<file path="src/rtl/core/vertex_weld_table_assert.svh">
// Assertion macros for the vertex weld table.
// The macros expect signals named clk and rst in the including module.
`ifndef VERTEX_WELD_TABLE_ASSERT_SVH
`define VERTEX_WELD_TABLE_ASSERT_SVH

`ifndef ASSERT_OFF
// The property must hold at every clock edge outside of reset.
`define VWT_ASSERT(label, prop, msg) \
  label: assert property (@(posedge clk) disable iff (rst) (prop)) else $error(msg);
// The expression must never be true outside of reset.
`define VWT_ASSERT_NEVER(label, expr, msg) \
  label: assert property (@(posedge clk) disable iff (rst) !(expr)) else $error(msg);
`else
`define VWT_ASSERT(label, prop, msg)
`define VWT_ASSERT_NEVER(label, expr, msg)
`endif

`endif

</file>
<file path="src/rtl/core/vwt_pkg.sv">
// Shared types, sizes and the per-axis compare function of the vertex weld table.
// Used by the interfaces, the compare cells, the register block and the top level.
`timescale 1ns / 1ps

package vwt_pkg;

  localparam int NUM_CELLS = 1024;
  localparam int COORD_W   = 32;
  localparam int TOL_W     = 31;
  localparam int AXES_W    = 2;
  localparam int IDX_W     = $clog2(NUM_CELLS);
  localparam int CFG_IDX_W = 2;
  localparam int CFG_W     = TOL_W;

  typedef enum logic [CFG_IDX_W-1:0] {
    CFG_TOL_X    = 2'd0,
    CFG_TOL_Y    = 2'd1,
    CFG_TOL_Z    = 2'd2,
    CFG_NUM_AXES = 2'd3
  } cfg_reg_t;

  typedef struct packed {
    logic signed [COORD_W-1:0] x;
    logic signed [COORD_W-1:0] y;
    logic signed [COORD_W-1:0] z;
  } point_t;

  // Control part of an item as it walks down the chain.
  typedef struct packed {
    logic             valid;
    logic             clear;
    logic             done;
    logic             is_new;
    logic [IDX_W-1:0] index;
  } token_t;

  typedef struct packed {
    logic [TOL_W-1:0] tol_x;
    logic [TOL_W-1:0] tol_y;
    logic [TOL_W-1:0] tol_z;
    logic             use_y;
    logic             use_z;
  } cfg_t;

  // True when |a - b| <= tol, computed one bit wider so it cannot wrap.
  function automatic logic axis_close(input logic signed [COORD_W-1:0] a,
                                      input logic signed [COORD_W-1:0] b,
                                      input logic [TOL_W-1:0] tol);
    logic signed [COORD_W:0] diff;
    logic [COORD_W:0]        mag;
    diff = {a[COORD_W-1], a} - {b[COORD_W-1], b};
    mag  = diff[COORD_W] ? (~diff + 1'b1) : diff;
    return mag <= {{(COORD_W + 1 - TOL_W){1'b0}}, tol};
  endfunction

endpackage

</file>
<file path="src/rtl/core/vwt_cfg.sv">
// Configuration registers of the vertex weld table: tolerances and axis count.
// Depends on vwt_pkg for the register codes and the cfg_t bundle.
`timescale 1ns / 1ps

module vwt_cfg (
  input  logic                           clk,
  input  logic                           rst,
  input  logic                           cfg_we,
  input  vwt_pkg::cfg_reg_t              cfg_index,
  input  logic [vwt_pkg::CFG_W-1:0]      cfg_data,
  output vwt_pkg::cfg_t                  cfg
);
  import vwt_pkg::*;

  logic [TOL_W-1:0]  tol_x;
  logic [TOL_W-1:0]  tol_y;
  logic [TOL_W-1:0]  tol_z;
  logic [AXES_W-1:0] num_axes;

  always_ff @(posedge clk) begin
    if (rst) begin
      tol_x    <= '0;
      tol_y    <= '0;
      tol_z    <= '0;
      num_axes <= AXES_W'(3);
    end else if (cfg_we) begin
      unique case (cfg_index)
        CFG_TOL_X:    tol_x    <= cfg_data[TOL_W-1:0];
        CFG_TOL_Y:    tol_y    <= cfg_data[TOL_W-1:0];
        CFG_TOL_Z:    tol_z    <= cfg_data[TOL_W-1:0];
        CFG_NUM_AXES: num_axes <= cfg_data[AXES_W-1:0];
        default:      ;
      endcase
    end
  end

  // An axis count of zero compares the first axis only, like a count of one.
  always_comb begin
    cfg.tol_x = tol_x;
    cfg.tol_y = tol_y;
    cfg.tol_z = tol_z;
    cfg.use_y = (num_axes >= AXES_W'(2));
    cfg.use_z = (num_axes == AXES_W'(3));
  end

endmodule

</file>
<file path="config.mk">
export PLATFORM = sky130hd
export DESIGN_NAME = vwt_cfg
export DESIGN_NICKNAME = d
export VERILOG_FILES = /design/src/rtl/core/vertex_weld_table_assert.svh /design/src/rtl/core/vwt_pkg.sv /design/src/rtl/core/vwt_cfg.sv
export SDC_FILE = /design/constraint.sdc
export NUM_CORES = 1
export LEC_CHECK = 0
export BUFFER_PORTS_ARGS = -buffer_cell sky130_fd_sc_hd__buf_4
export CAP_MARGIN = 30
export CORE_AREA = 2 2 91 93
export DETAILED_ROUTE_END_ITERATION = 12
export DIE_AREA = 0 0 93 95
export GPL_TIMING_DRIVEN = 0
export PLACE_DENSITY = 0.75
export SYNTH_ARGS = -nofsm -noshare
export SYNTH_HDL_FRONTEND = slang
export SYNTH_SLANG_ARGS = --single-unit
</file>
<file path="constraint.sdc">
create_clock -name clk -period 2.1 [get_ports clk]
set_input_delay 0.21 -clock clk [delete_from_list [all_inputs] [get_ports clk]]
set_output_delay 0.21 -clock clk [all_outputs]
set_load 0.02 [all_outputs]
</file>
==> results.yml <==
route:
  drt_iter0_markers: 58
  ant_nets: 0
  wire_per_inst_um: 14.89
  via_per_inst: 4.800
  drc_errors: 0
  firstDrtPassIters: 4
  via_count: 2885
  drt_wl_total_um: 8947
power:
  comb_power_share_pct: 13.5
  switchingPower_mw: 0.9042
  clkPwrFrac_pct: 31.6
  power_frac_seq_pct: 54.9
  p_int_mw: 2.560
  power.leakage_nw: 2.488
  vdd_ir_drop_max_mv: 0.3583
  p_per_area_nw_per_um2: 679.2
  netSwitchingFraction_pct: 26.10
layout:
  layout-drive-gt1-share_pct: 31.45
  antennaDiodeCount: 0
  nNetsFinal: 527
  design_area_um2: 5100
  area_growth_pct: 33.55
  final_util_pct: 64.33
clock_network:
  cts-resized-gates: 0
  cts_hold_buf: 0
  tritoncts: "built"
  cts_root_buffer: "clkbuf_8"
  clk_path_buf_depth: 2
  path_clk_slew_ns: 0.09
  insertion_delay_ns: 0.34
  htreeDepth: 3
  cts_made_buffers: 9
  cts_setup_buffers: 0
  cts.sinks: 95
status:
  status: "finished, final reports clean"
sta:
  maxSlewHeadroom_pct: 70.81
  finalHoldViolations: 0
  min_period_over_period_pct: 55.76
  fin_crit_ns: 1.171
  tns_ns: 0
  setup_viol: 0
  slew_viol_final: 0
  finClkSkew_ns: 0
  grt_setup_unrepaired: "false"
  tightest_slew_ns: 0.4378
  clock.fmax_mhz: 854.0
synth:
  yosys_warnings: 0
  seq_area_frac_synth_pct: 49.80
  synth_nets: 387
  avgSynthCellArea_um2: 10.88
  syn_inst: 351
  ys_types: 13
  synth-seq-cells: 95
  synth_area_um2: 3819
floorplanning:
  io_pins: 131
  start_util_pct: 48.17
  core_um2: 7928
  num_rows: 33
  die_area_um2: 8835
  dieHeight_um: 95
  floorplan.die.width_um: 93
placed_design:
  place.gp.congestion: 0.7515
  hpwl_um: 6578
  postPlaceCellArea_um2: 4918
  portBuffers: 129
critical_path:
  end_kind: "output pin"
  cp_data_required_time_ns: 1.89
  start_kind: "register"
  worstSetupPathType: "register to output pin"
  path_max_fanout: 3
  cp.arrival_ns: 0.96
global_route:
  grt_max_degree: 17
  grt_pass1_vias: 2885
  antenna_found_initial: 0
  grt_usage_pct: 20.25
  grt_remaining_overflow: 0
  grt_pass1_wl_um: 14030
hold_path:
  hold_class: "input port to register"
run:
  cap_viol_max_count: 0
final timing paths:
kind                                  from                        to  slack (ns)  cells after the start
setup / recovery  num_axes[1]$_SDFFE_PP1P_                    cfg[0]        0.93                      2
hold / removal                 cfg_data[1]  num_axes[1]$_SDFFE_PP1P_        0.13                      3
setup reg to reg    tol_z[26]$_SDFFE_PP0P_    tol_z[26]$_SDFFE_PP0P_        1.45                      2
hold reg to reg     tol_y[29]$_SDFFE_PP0P_    tol_y[29]$_SDFFE_PP0P_        0.48                      2
cell type report:
cell class	instances	area [um^2]
Clock inverter	6	43.79
Multi-Input combinational cell	230	1793
Clock buffer	10	137.6
Timing Repair Buffer	129	968.4
Fill cell	688	2828
Tap cell	105	131.4
Buffer	26	123.9
Sequential cell	95	1902
cells in the mapped netlist:
| cell | count | area, um^2 |
|---|---|---|
| dfxtp_1 | 95 | 1902 |
| buf_6 | 2 | 22.52 |
| buf_2 | 9 | 45.04 |
| clkbuf_1 | 15 | 56.30 |
| nand3b_1 | 2 | 15.01 |
| nand3_1 | 1 | 5.000 |
| and2_1 | 1 | 6.260 |
| nand2b_1 | 124 | 775.7 |
| nor2_1 | 4 | 15.01 |
| mux2i_1 | 95 | 950.9 |
| and3b_1 | 1 | 8.760 |
| nor3b_1 | 1 | 7.510 |
| or3b_1 | 1 | 8.760 |
registers in the layout (all words and copies together), names as in the netlist:
register,cells
num_axes,2
tol_z,31
tol_y,31
tol_x,31
cell usage in the layout (no fill, tap or decap), drive strengths merged, types with 2 or more instances in the layout:
master / n
buf: 140
nand3b: 2
mux2i: 95
nand2b: 124
dfxtp: 95
clkbuf: 25
nor2: 4
clkinv: 4
through the flow:
stage | power, mW | instances | setup WS, ns | hold slack (ns)
6_report | 3.464 | 601 | 0.9290 | 0.1346
4_1_cts | 3.499 | 601 | 0.9026 | 0.1249
5_1_grt | 3.601 | 601 | 0.8814 | 0.1557
3_3_place_gp | 2.406 | 585 | 0.7154 | 0.4604
2_1_floorplan | 2.205 | 351 | 1.012 | 0.3712
3_5_place_dp | 2.414 | 585 | 0.6824 | 0.4606
per-layer routing:
metal  track usage (%)  vias up  share of wire, %
met4             7.353        0               1.3
met2             34.30       79                48
li1                  -     1435                 -
met1             25.51     1360                45
met3             4.389       11               5.7
met5                 0        -                 0
power groups by stage:
| stage | clock, mW | sequential (mW) | combinational [mW] |
|---|---|---|---|
| after floorplan | 0 | 2.01 | 0.192 |
| after global placement | 0 | 1.94 | 0.466 |
| after detailed placement | 0 | 1.94 | 0.473 |
| after CTS | 1.12 | 1.90 | 0.474 |
| after global routing | 1.19 | 1.91 | 0.502 |
| final | 1.10 | 1.90 | 0.468 |
cells by family after synthesis:
group | synth area share [%]
DFF | 49.80
buffers and inverters | 3.244
and+or+nand+nor | 22.05
muxes | 24.90
critical path: stages (launching register included):
cell and delay (ns):
dfxtp_1 0.35, and2_1 0.13, buf_4 0.13
No activity file was read; power rests on OpenSTA's default activity.
