[config.mk]
export PLATFORM = sky130hd
export DESIGN_NAME = vwt_cell
export DESIGN_NICKNAME = d
export VERILOG_FILES = /design/src/rtl/core/vertex_weld_table_assert.svh /design/src/rtl/core/vwt_pkg.sv /design/src/rtl/core/vwt_cell.sv
export SDC_FILE = /design/constraint.sdc
export NUM_CORES = 1
export LEC_CHECK = 0
export BUFFER_PORTS_ARGS = -buffer_cell sky130_fd_sc_hd__buf_4
export CAP_MARGIN = 20
export CORE_UTILIZATION = 55
export CTS_CLUSTER_DIAMETER = 80
export DETAILED_ROUTE_END_ITERATION = 7
export HOLD_SLACK_MARGIN = 0.05
export PLACE_DENSITY_LB_ADDON = 0.25
export SETUP_SLACK_MARGIN = 0.4
export SLEW_MARGIN = 25
export SYNTH_ARGS = -nofsm -noshare
export SYNTH_HDL_FRONTEND = slang
export SYNTH_SLANG_ARGS = --single-unit
[constraint.sdc]
create_clock -name clk -period 19 [get_ports clk]
set_clock_uncertainty 0.05 [all_clocks]
set_input_delay 0.95 -clock clk [delete_from_list [all_inputs] [get_ports clk]]
set_output_delay 0.95 -clock clk [all_outputs]
set_load 0.005 [all_outputs]
[src/rtl/core/vertex_weld_table_assert.svh]
// Assertion macros for the vertex weld table.
// The macros expect signals named clk and rst in the including module.
`ifndef VERTEX_WELD_TABLE_ASSERT_SVH
`define VERTEX_WELD_TABLE_ASSERT_SVH

`ifndef ASSERT_OFF
// The property must hold at every clock edge outside of reset.
`define VWT_ASSERT(label, prop, msg) \
  label: assert property (@(posedge clk) disable iff (rst) (prop)) else $error(msg);
// The expression must never be true outside of reset.
`define VWT_ASSERT_NEVER(label, expr, msg) \
  label: assert property (@(posedge clk) disable iff (rst) !(expr)) else $error(msg);
`else
`define VWT_ASSERT(label, prop, msg)
`define VWT_ASSERT_NEVER(label, expr, msg)
`endif

`endif

[src/rtl/core/vwt_pkg.sv]
// Shared types, sizes and the per-axis compare function of the vertex weld table.
// Used by the interfaces, the compare cells, the register block and the top level.
`timescale 1ns / 1ps

package vwt_pkg;

  localparam int NUM_CELLS = 1024;
  localparam int COORD_W   = 32;
  localparam int TOL_W     = 31;
  localparam int AXES_W    = 2;
  localparam int IDX_W     = $clog2(NUM_CELLS);
  localparam int CFG_IDX_W = 2;
  localparam int CFG_W     = TOL_W;

  typedef enum logic [CFG_IDX_W-1:0] {
    CFG_TOL_X    = 2'd0,
    CFG_TOL_Y    = 2'd1,
    CFG_TOL_Z    = 2'd2,
    CFG_NUM_AXES = 2'd3
  } cfg_reg_t;

  typedef struct packed {
    logic signed [COORD_W-1:0] x;
    logic signed [COORD_W-1:0] y;
    logic signed [COORD_W-1:0] z;
  } point_t;

  // Control part of an item as it walks down the chain.
  typedef struct packed {
    logic             valid;
    logic             clear;
    logic             done;
    logic             is_new;
    logic [IDX_W-1:0] index;
  } token_t;

  typedef struct packed {
    logic [TOL_W-1:0] tol_x;
    logic [TOL_W-1:0] tol_y;
    logic [TOL_W-1:0] tol_z;
    logic             use_y;
    logic             use_z;
  } cfg_t;

  // True when |a - b| <= tol, computed one bit wider so it cannot wrap.
  function automatic logic axis_close(input logic signed [COORD_W-1:0] a,
                                      input logic signed [COORD_W-1:0] b,
                                      input logic [TOL_W-1:0] tol);
    logic signed [COORD_W:0] diff;
    logic [COORD_W:0]        mag;
    diff = {a[COORD_W-1], a} - {b[COORD_W-1], b};
    mag  = diff[COORD_W] ? (~diff + 1'b1) : diff;
    return mag <= {{(COORD_W + 1 - TOL_W){1'b0}}, tol};
  endfunction

endpackage

[src/rtl/core/vwt_cell.sv]
// One compare cell of the weld chain: holds one stored vertex and passes items on.
// Depends on vwt_pkg for the point, token and configuration types.
`timescale 1ns / 1ps

module vwt_cell (
  input  logic                      clk,
  input  logic                      rst,
  input  logic                      adv,
  input  vwt_pkg::cfg_t             cfg,
  input  logic [vwt_pkg::IDX_W-1:0] cell_index,
  input  vwt_pkg::point_t           pt_in,
  input  vwt_pkg::token_t           tok_in,
  output vwt_pkg::point_t           pt_out,
  output vwt_pkg::token_t           tok_out,
  output logic                      occupied
);
  import vwt_pkg::*;

  point_t stored;
  token_t tok_next;
  logic   occupied_next;
  logic   live;
  logic   searching;
  logic   close;
  logic   hit;
  logic   take;

  always_comb begin
    // A passing clear item empties this cell before it is compared.
    live      = occupied && !(tok_in.valid && tok_in.clear);
    searching = tok_in.valid && !tok_in.done;
    close     = axis_close(pt_in.x, stored.x, cfg.tol_x) &&
                (!cfg.use_y || axis_close(pt_in.y, stored.y, cfg.tol_y)) &&
                (!cfg.use_z || axis_close(pt_in.z, stored.z, cfg.tol_z));
    hit       = searching && live && close;
    // Occupied cells form a prefix, so the first empty cell is the next free slot.
    take      = searching && !live;

    tok_next = tok_in;
    if (hit || take) begin
      tok_next.done  = 1'b1;
      tok_next.index = cell_index;
    end
    if (take) begin
      tok_next.is_new = 1'b1;
    end
    occupied_next = take || live;
  end

  always_ff @(posedge clk) begin
    if (rst) begin
      tok_out.valid <= 1'b0;
      occupied      <= 1'b0;
    end else if (adv) begin
      tok_out  <= tok_next;
      occupied <= occupied_next;
    end
  end

  always_ff @(posedge clk) begin
    if (adv) begin
      pt_out <= pt_in;
      if (take) begin
        stored <= pt_in;
      end
    end
  end

endmodule

==> key figures <==
Synth
  – Share of the synthesized area in the top cell type: 35.2%
  – Syn nets: 2312
  – Seq/Total Area, Yosys: 35.4%
  – FFs w/ async S/R, synth: 0%
  – Synth warn: 0
  – Seq cells post-synth: 207
  – Cell Area, Synth: 0.0175 mm^2
  – Synth Instances: 1899
  – Unique masters post-synth: 87
  – Leading area contributor after synthesis: edfxtp_1
  – Ranking of synthesized cells by area: edfxtp_1 (35%), ha_1 (14%), inv_1 (4.8%)
  – Post-synth EDFFs: 205
  – Post-synth top flop: edfxtp_1
  – Post-synthesis average cell area: 9.22 um^2

STA
  – Hold Slack: 0.438 ns
  – RSZ-0062 raised after global routing: false
  – Fin crit period: 7.52 ns
  – Achievable frequency: 133 MHz
  – Final TNS setup: 0 ns
  – Final critical-path share of the clock period: 39.6%
  – Fin worst setup slack: 11.48 ns
  – Max_slew headroom: 25.3%
  – Final Hold Viols: 0
  – Max Slew Vio Count: 0
  – Setup violators final: 0
  – Least-Margin Pin Slew: 1.11 ns

Run status
  – Status: completed

Global routing
  – Initial antenna violation count: 1
  – Vias in the first global route: 15100
  – Grt total ovfl: 0
  – Overall Global Routing Usage: 28.4%
  – Largest net degree at the start of global routing: 58
  – Global-route wire length before repair: 75300 um

Placed design
  – Place WS: 11.08 ns
  – Post-DP HPWL: 36900 um
  – Routability Congestion: 0.930
  – # port buffers: 328
  – Placed Area: 0.0203 mm^2

Worst setup path
  – Crit path capture type: flip-flop
  – Worst EP required: 19.25 ns
  – Crit Path Class: in -> reg
  – Critical Path AT: 7.77 ns
  – CP Max Fanout: 11
  – CP startpoint kind: input port
  – CP startpoint: pt_in[0]
  – RR Startpoint: stored[1]

Routing
  – Post-DRT Antenna Nets: 0
  – DRC: 0
  – Routed WL per cell: 17.8 um
  – DR vias: 15500
  – Final wirelength: 46800 um
  – Initial DRT Pass Iterations: 6
  – Vias per cell: 5.89
  – DRT iter0 DRCs: 1266

Hold path
  – Worst hold path startpoint: tok_out[13]
  – Hold Crit Class: reg -> reg

Power
  – Power per cell area: 74.4 mW/mm^2
  – Sw frac: 31.8%
  – Int Power: 1.08 mW
  – Clock share of power: 33.2%
  – Combinational share of power: 32.8%
  – Max IR drop VDD: 79.6 uV
  – Leakage power: 9.64 nW
  – Sw Pwr: 503 uW
  – Power share of the sequential group: 34.0%

CTS
  – Latest clock arrival within the worst-skew pair: 0.56 ns
  – Clock buffer depth: 3
  – CTS resizes: 0
  – # Post-CTS Setup Buffers: 0
  – CTS tree: yes
  – CTS buffer count: 26
  – Root Driver: clkbuf_16
  – H-Tree Depth: 1
  – Clock Sinks: 207
  – Cts hold-fix bufs: 0
  – Clk slew on worst S/H paths: 0.06 ns

Floorplan
  – Die Area: 0.0325 mm^2
  – # rows: 64
  – Core Area: 0.0310 mm^2
  – Initial Util: 56.5%
  – Boundary Pins: 329
  – Die height: 180 um
  – Chip Width: 180 um

Flow run
  – Max-Cap Viols: 0

Finish
  – Commonest non-fill, non-tap cell in the layout: buf_4
  – Most frequent cells in the layout: buf_4 (335), inv_1 (223), edfxtp_1 (205)
  – Final #Nets: 2627
  – Post-route cell area: 0.0213 mm^2
  – Layout Utilization: 68.6%
  – Area delta synth->final: 21.4%
  – Layout cell share with drive strength beyond 1: 19.7%
[worst max-delay path: stages]
cell and delay [ns]:
buf_4 0.11, inv_1 0.05, ha_1 0.16, inv_1 0.05
fa_1 0.40, a21oi_1 0.28, o211ai_1 0.15, o211ai_1 0.22
a211oi_1 0.17, o21ai_0 0.59, nand2_1 0.14, xnor2_1 0.21
nor4b_1 0.64, a41oi_1 0.29, xor2_1 0.21, ha_1 0.31
a21o_1 0.16, a21o_1 0.18, a21o_1 0.18, a21oi_1 0.25
o211ai_1 0.14, o21ai_0 0.29, or3b_2 0.47, a31o_2 0.22
nand4_1 0.18, a41oi_2 0.12, buf_4 0.29, mux2_4 0.34
[cell usage after synthesis (all sizes together), types with 17 or more instances]
cell and number:
a211oi 24, a21o 78, a21oi 146, a31oi 23, and2 17, clkbuf 42, edfxtp 205, ha 192
inv 223, nand2 133, nand3 34, nand4 42, nor2 125, nor2b 29, nor3 39, o21a 18
o21ai 88, o21bai 17, or2 17, xnor2 92, xor2 53
[per-stage QoR]
| stage | total power [mW] | cells |
|---|---|---|
| floorplan | 0.890 | 1899 |
| global placement | 1.04 | 2582 |
| detailed placement | 1.06 | 2582 |
| CTS | 1.59 | 2630 |
| global route | 1.67 | 2631 |
| finish | 1.58 | 2631 |
[path summary, 6_finish.rpt]
path	slack, ns	cells past startpoint	end
setup / recovery	11.48	28	tok_out[7]
hold / removal	0.44	2	tok_out[13]
setup reg to reg	11.65	25	tok_out[7]
hold reg to reg	0.44	2	tok_out[13]
[sequential cells by signal (all words and copies together) (netlist names)]
signal    flops
tok_out      14
occupied      1
pt_out       96
stored       96
[layout make-up]
cell class,instances,area [um^2]
Antenna cell,1,2.50
Clock buffer,31,721
Clock inverter,17,198
Fill cell,2488,9740
Inverter,223,837
Multi-Input combinational cell,1421,10300
Sequential cell,207,6200
Tap cell,396,495
Timing Repair Buffer,335,2510
[power groups by stage]
stage / combinational, mW / sequential (mW) / clock (mW)
after global placement: 0.494 / 0.546 / 0
final: 0.518 / 0.538 / 0.525
after floorplan: 0.341 / 0.549 / 0
after global routing: 0.576 / 0.540 / 0.552
after CTS: 0.514 / 0.538 / 0.534
after detailed placement: 0.510 / 0.547 / 0
[cells by family after synthesis]
| kind of cell | after synthesis | synth area share [%] |
|---|---|---|
| AND/OR/NAND/NOR | 541 | 15.9 |
| AO/OA/AOI/OAI | 520 | 20.0 |
| buffers and inverters | 271 | 5.92 |
| flip-flops | 207 | 35.4 |
| adder cells (fa/ha/maj) | 195 | 14.1 |
| XOR/XNOR | 145 | 7.26 |
| multiplexers | 20 | 1.44 |
[metal layers]
metal	GRT usage (%)	part of all wire, %	up-vias
li1	-	-	7615
met1	35.7	43	7236
met2	50.0	48	547
met3	4.00	5.8	88
met4	9.16	2.9	0
met5	0	0	-
(Power assumes the default switching activity.)
